$ cat src/sv/mbet_pkg.sv
// mbet_pkg: shared types, constants and saturating fixed-point helpers
// for the mandelbrot escape-time block. No dependencies.
package mbet_pkg;

  localparam int WORD_WIDTH = 32;
  localparam int FRAC_BITS  = 28;
  localparam int PROD_W     = 2 * WORD_WIDTH;
  localparam int CNT_W      = 16;

  typedef logic signed [WORD_WIDTH-1:0] word_t;
  typedef logic signed [PROD_W-1:0]     prod_t;
  typedef logic [CNT_W-1:0]             cnt_t;

  localparam word_t WORD_MAX = {1'b0, {(WORD_WIDTH-1){1'b1}}};
  localparam word_t WORD_MIN = {1'b1, {(WORD_WIDTH-1){1'b0}}};
  localparam word_t FOUR     = (FRAC_BITS + 3 >= WORD_WIDTH) ? WORD_MAX :
                               word_t'(word_t'(4) <<< FRAC_BITS);

  localparam cnt_t MAX_ITER_RESET = cnt_t'(1000);

  typedef struct packed {
    logic load;
    logic mul;
    logic upd;
    logic out_load;
  } dp_cmd_t;

  typedef struct packed {
    logic limit_zero;
    logic escape;
    logic last;
  } dp_sts_t;

  function automatic word_t sat_add(word_t a, word_t b);
    logic signed [WORD_WIDTH:0] s;
    s = {a[WORD_WIDTH-1], a} + {b[WORD_WIDTH-1], b};
    if (s[WORD_WIDTH] != s[WORD_WIDTH-1]) begin
      return s[WORD_WIDTH] ? WORD_MIN : WORD_MAX;
    end
    return s[WORD_WIDTH-1:0];
  endfunction

  function automatic word_t sat_sub(word_t a, word_t b);
    logic signed [WORD_WIDTH:0] s;
    s = {a[WORD_WIDTH-1], a} - {b[WORD_WIDTH-1], b};
    if (s[WORD_WIDTH] != s[WORD_WIDTH-1]) begin
      return s[WORD_WIDTH] ? WORD_MIN : WORD_MAX;
    end
    return s[WORD_WIDTH-1:0];
  endfunction

  // floor(p / 2^s) saturated to the word range
  function automatic word_t sat_prod(prod_t p, int unsigned s);
    prod_t q;
    logic  all_ones;
    logic  all_zeros;
    q         = p >>> s;
    all_ones  = &q[PROD_W-1:WORD_WIDTH-1];
    all_zeros = ~(|q[PROD_W-1:WORD_WIDTH-1]);
    if (all_ones || all_zeros) begin
      return q[WORD_WIDTH-1:0];
    end
    return q[PROD_W-1] ? WORD_MIN : WORD_MAX;
  endfunction

endpackage

$ cat src/sv/mbet_ctrl.sv
// mbet_ctrl: iteration sequencer and output valid register.
// Drives datapath commands from its status. Uses mbet_pkg.
module mbet_ctrl (
  input  logic              clk,
  input  logic              rst_n,
  input  logic              in_valid,
  output logic              in_stall,
  output logic              out_valid,
  input  logic              out_stall,
  output mbet_pkg::dp_cmd_t cmd,
  input  mbet_pkg::dp_sts_t sts
);

  typedef enum logic [1:0] {
    S_IDLE,
    S_MUL,
    S_UPD,
    S_DONE
  } state_t;

  state_t state_r, state_nxt;
  logic   out_valid_r, out_valid_nxt;
  logic   out_free;

  always_comb begin
    out_free = !out_valid_r || !out_stall;

    cmd.load     = (state_r == S_IDLE) && in_valid;
    cmd.mul      = (state_r == S_MUL);
    cmd.upd      = (state_r == S_UPD);
    cmd.out_load = (state_r == S_DONE) && out_free;

    state_nxt     = state_r;
    out_valid_nxt = out_valid_r && out_stall;
    case (state_r)
      S_IDLE: begin
        if (in_valid) begin
          state_nxt = sts.limit_zero ? S_DONE : S_MUL;
        end
      end
      S_MUL: begin
        state_nxt = S_UPD;
      end
      S_UPD: begin
        if (sts.escape || sts.last) begin
          state_nxt = S_DONE;
        end else begin
          state_nxt = S_MUL;
        end
      end
      S_DONE: begin
        if (out_free) begin
          out_valid_nxt = 1'b1;
          state_nxt     = S_IDLE;
        end
      end
      default: begin
        state_nxt = S_IDLE;
      end
    endcase
  end

  always_ff @(posedge clk) begin
    if (!rst_n) begin
      state_r     <= S_IDLE;
      out_valid_r <= 1'b0;
    end else begin
      state_r     <= state_nxt;
      out_valid_r <= out_valid_nxt;
    end
  end

  assign in_stall  = (state_r != S_IDLE);
  assign out_valid = out_valid_r;

endmodule

$ cat config.mk
export PLATFORM = sky130hd
export DESIGN_NAME = mbet_ctrl
export DESIGN_NICKNAME = d
export VERILOG_FILES = /design/src/sv/mbet_pkg.sv /design/src/sv/mbet_ctrl.sv
export SDC_FILE = /design/constraint.sdc
export NUM_CORES = 1
export LEC_CHECK = 0
export BUFFER_PORTS_ARGS = -buffer_cell sky130_fd_sc_hd__buf_4
export CORE_AREA = 2 2 39 41
export CTS_CLUSTER_DIAMETER = 150
export DETAILED_ROUTE_END_ITERATION = 8
export DIE_AREA = 0 0 41 43
export PLACE_DENSITY_LB_ADDON = 0.25
export SETUP_SLACK_MARGIN = 0.15
export SLEW_MARGIN = 20
export SYNTH_ARGS = -nofsm -noshare
export SYNTH_HDL_FRONTEND = slang
export SYNTH_SLANG_ARGS = --single-unit
$ cat constraint.sdc
create_clock -name clk -period 1.23 [get_ports clk]
set_clock_uncertainty 0.2 [all_clocks]
set_input_delay 0.123 -clock clk [delete_from_list [all_inputs] [get_ports clk]]
set_output_delay 0.123 -clock clk [all_outputs]
set_load 0.05 [all_outputs]
==> results.sh <==
export IMPL_grt_usage_pct=7.73
export IMPL_wirelength_um=518
export IMPL_num_io_pins=13
export IMPL_post_place_ws_ns=0.0214
export IMPL_start_util_pct=11.7
export IMPL_worst_pin_slew_ns=0.199
export IMPL_relSlewSlack_pct=86.7
export IMPL_drc=0
export IMPL_multi_input_area_um2=141
export IMPL_htreeDepth=1
export IMPL_core_mm2=0.00138
export IMPL_finalCritPeriodShare_pct=114
export IMPL_comb_power_share_pct=42.7
export IMPL_via_per_inst=3.81
export IMPL_crit_chain="or2_4 > nor2_4 > buf_8"
export IMPL_syn_inst=19
export IMPL_required_ns=0.91
export IMPL_seq_area_frac_synth_pct=37.2
export IMPL_synth_nets=26
export IMPL_setup_tns_final_ns=-0.631
export IMPL_clock_latency_ns=0.23
export IMPL_synth_top_area_share_pct=37.2
export IMPL_p_leak_nw=0.193
export IMPL_seqCellArea_um2=71.3
export IMPL_firstDrtPassIters=1
export IMPL_grt_max_degree=6
export IMPL_area_growth_syn_to_layout_pct=166
export IMPL_synth_cell_types=14
export IMPL_most_common_layout_cells="11 x buf_4, 3 x clkbuf_4, 3 x dfxtp_4, 3 x buf_6"
export IMPL_maxCapViolCount=0
export IMPL_crit_end="cmd[3]"
export IMPL_maxSlewViolCount=0
export IMPL_cp_arrival_ns=1.08
export IMPL_clkPwrFrac_pct=33.8
export IMPL_fillCellCount=156
export IMPL_instances_no_fill=57
export IMPL_dieArea_mm2=0.00176
export IMPL_worstReg2RegStart="state_r[1]$_SDFFE_PN0P_"
export IMPL_hold_violations=0
export IMPL_p_seq_share_pct=23.5
export IMPL_place_congestion=0.570
export IMPL_ir_worst_vdd_mv=0.507
export IMPL_portBuffers=12
export IMPL_syn_area_per_cell_um2=8.50
export IMPL_slowest_stage="dfxtp_4"
export IMPL_timing_fmax_mhz=715
export IMPL_cts_buffers=3
export IMPL_std_cell_rows=14
export IMPL_ys_ff_latch=3
export IMPL_gr_total_overflow=0
export IMPL_tritoncts="done"
export IMPL_internal_power_w=0.000326
export IMPL_layout_setup_ws_ns=-0.169
export IMPL_worst_setup_path_end_kind="output port"
export IMPL_grt_pass1_vias=221
export IMPL_regToRegSetupSlack_ns=-0.04
export IMPL_power_w=0.000500
export IMPL_place_inst=47
export IMPL_dp_hpwl_um=402
export IMPL_dpl_instance_area_um2=304
export IMPL_n_antenna_cell=0
export IMPL_rsz0062_at_grt="yes"
export IMPL_p_per_area_mw_per_mm2=1160
export IMPL_regToRegEndpoint="state_r[1]$_SDFFE_PN0P_"
export IMPL_final_nets=49
export IMPL_sw_frac_of_total_pct=34.8
export IMPL_switchingPower_w=0.000174
export IMPL_layout_commonest_cell="buf_4"
export IMPL_num_vias=217
export IMPL_wl_per_cell_um=9.09
export IMPL_crit_type="register to output port"
export IMPL_r2r_cells=4
export IMPL_grt_pass1_wl_um=828
export IMPL_slowest_delay_ns=0.34
export IMPL_path_max_fanout=4
export IMPL_chipWidth_um=41
export IMPL_stdcell_area_um2=429
export IMPL_clk_path_buf_depth=2
export IMPL_ant_nets=0
export IMPL_fin_crit_ns=1.40
export IMPL_synth_largest_area_cell="dfxtp_1"
export IMPL_syn_area_um2=161
export IMPL_clock_sinks=3
export IMPL_yosys_warnings=0
export IMPL_start_kind="register"
export IMPL_path_clk_slew_ns=0.03
export IMPL_violations="negative setup slack"
export IMPL_antenna_found_initial=0
export IMPL_setup_viol=6
export IMPL_ys_top_cells_by_area="dfxtp_1 37%, nor4b_2 9.3%, nor3b_2 7.8%, a21oi_1 6.2%, and2b_2 5.4%"
export IMPL_clock_root_buffer="clkbuf_4"
export IMPL_critPathLaunch="state_r[0]$_SDFFE_PN0P_"
export IMPL_die_h_um=43
export IMPL_drive_gt1_share_pct=75.6
export IMPL_drt_iter0_markers=0
export IMPL_outcome="finished with violations"
export IMPL_hp_class="input port to register"
worst min path at each step:
stage / end / depth (start not counted) / startpoint
6_report: state_r[1]$_SDFFE_PN0P_ / 3 / sts[1]
2_1_floorplan: state_r[0]$_SDFFE_PN0P_ / 1 / rst_n
4_1_cts: state_r[0]$_SDFFE_PN0P_ / 4 / in_valid
5_1_grt: state_r[1]$_SDFFE_PN0P_ / 3 / sts[0]
3_3_place_gp: state_r[0]$_SDFFE_PN0P_ / 2 / rst_n
3_5_place_dp: state_r[0]$_SDFFE_PN0P_ / 2 / rst_n
stage by stage:
step | util, % | hold slack [ns]
6_report | 31.0 | 0.0720
5_1_grt | 31.0 | 0.0791
4_1_cts | 30.2 | 0.0656
3_5_place_dp | 22.0 | 0.149
3_3_place_gp | 22.0 | 0.147
2_1_floorplan | - | 0.0446
worst max-delay path: cells and delay by family, from the launching register on:
kind | cells | cell delay (ns)
buf+inv | 1 | 0.15
flops | 1 | 0.34
simple gates | 2 | 0.35
state kept, by name, indices dropped and copies added, names as in the netlist:
signal,count
out_valid,1
state_r,2
logic make-up after synthesis:
group           count (synthesis)  synth area share [%]
flops                           3                  37.2
compound gates                  4                  14.0
buf+inv                         1                  2.32
simple gates                   11                  46.5
cell usage after synthesis (all sizes together):
library cell	n
a21boi	1
a21oi	2
and2	1
and2b	1
dfxtp	3
inv	1
nand2	2
nand3	1
nor2	2
nor2b	1
nor3b	1
nor4b	1
o21ai	1
or2	1
power groups by stage:
stage,Clock [W],Sequential (W),Combinational [W]
floorplan,0,0.000124,0.000111
global placement,0,0.000121,0.000166
detailed placement,0,0.000121,0.000167
CTS,0.000179,0.000117,0.000206
global route,0.000188,0.000119,0.000225
finish,0.000169,0.000117,0.000213
repair_timing:
item	in CTS	in global routing
hold buffers	2	0
endpoints found under the hold margin	3	0
pin swaps	3	0
setup buffers	4	0
gates resized for setup	11	3
endpoints found under the setup margin	7	8
per-layer routing:
metal | wire length [um] | track usage, % | up-vias
met1 | 198 | 7.40 | 90
met4 | 8 | 6.00 | 0
met2 | 235 | 10.9 | 15
met5 | 0 | 0 | -
met3 | 77 | 5.24 | 2
li1 | - | - | 110
layout make-up:
class                   count  share of cell area (%)
repair buffers             18                    38.8
well taps                  16                    4.66
clock buffers               4                    6.12
multi-input cells          15                    32.9
inverters                   1                   0.875
flip-flops and latches      3                    16.6
No activity file was read; power rests on OpenSTA's default activity.
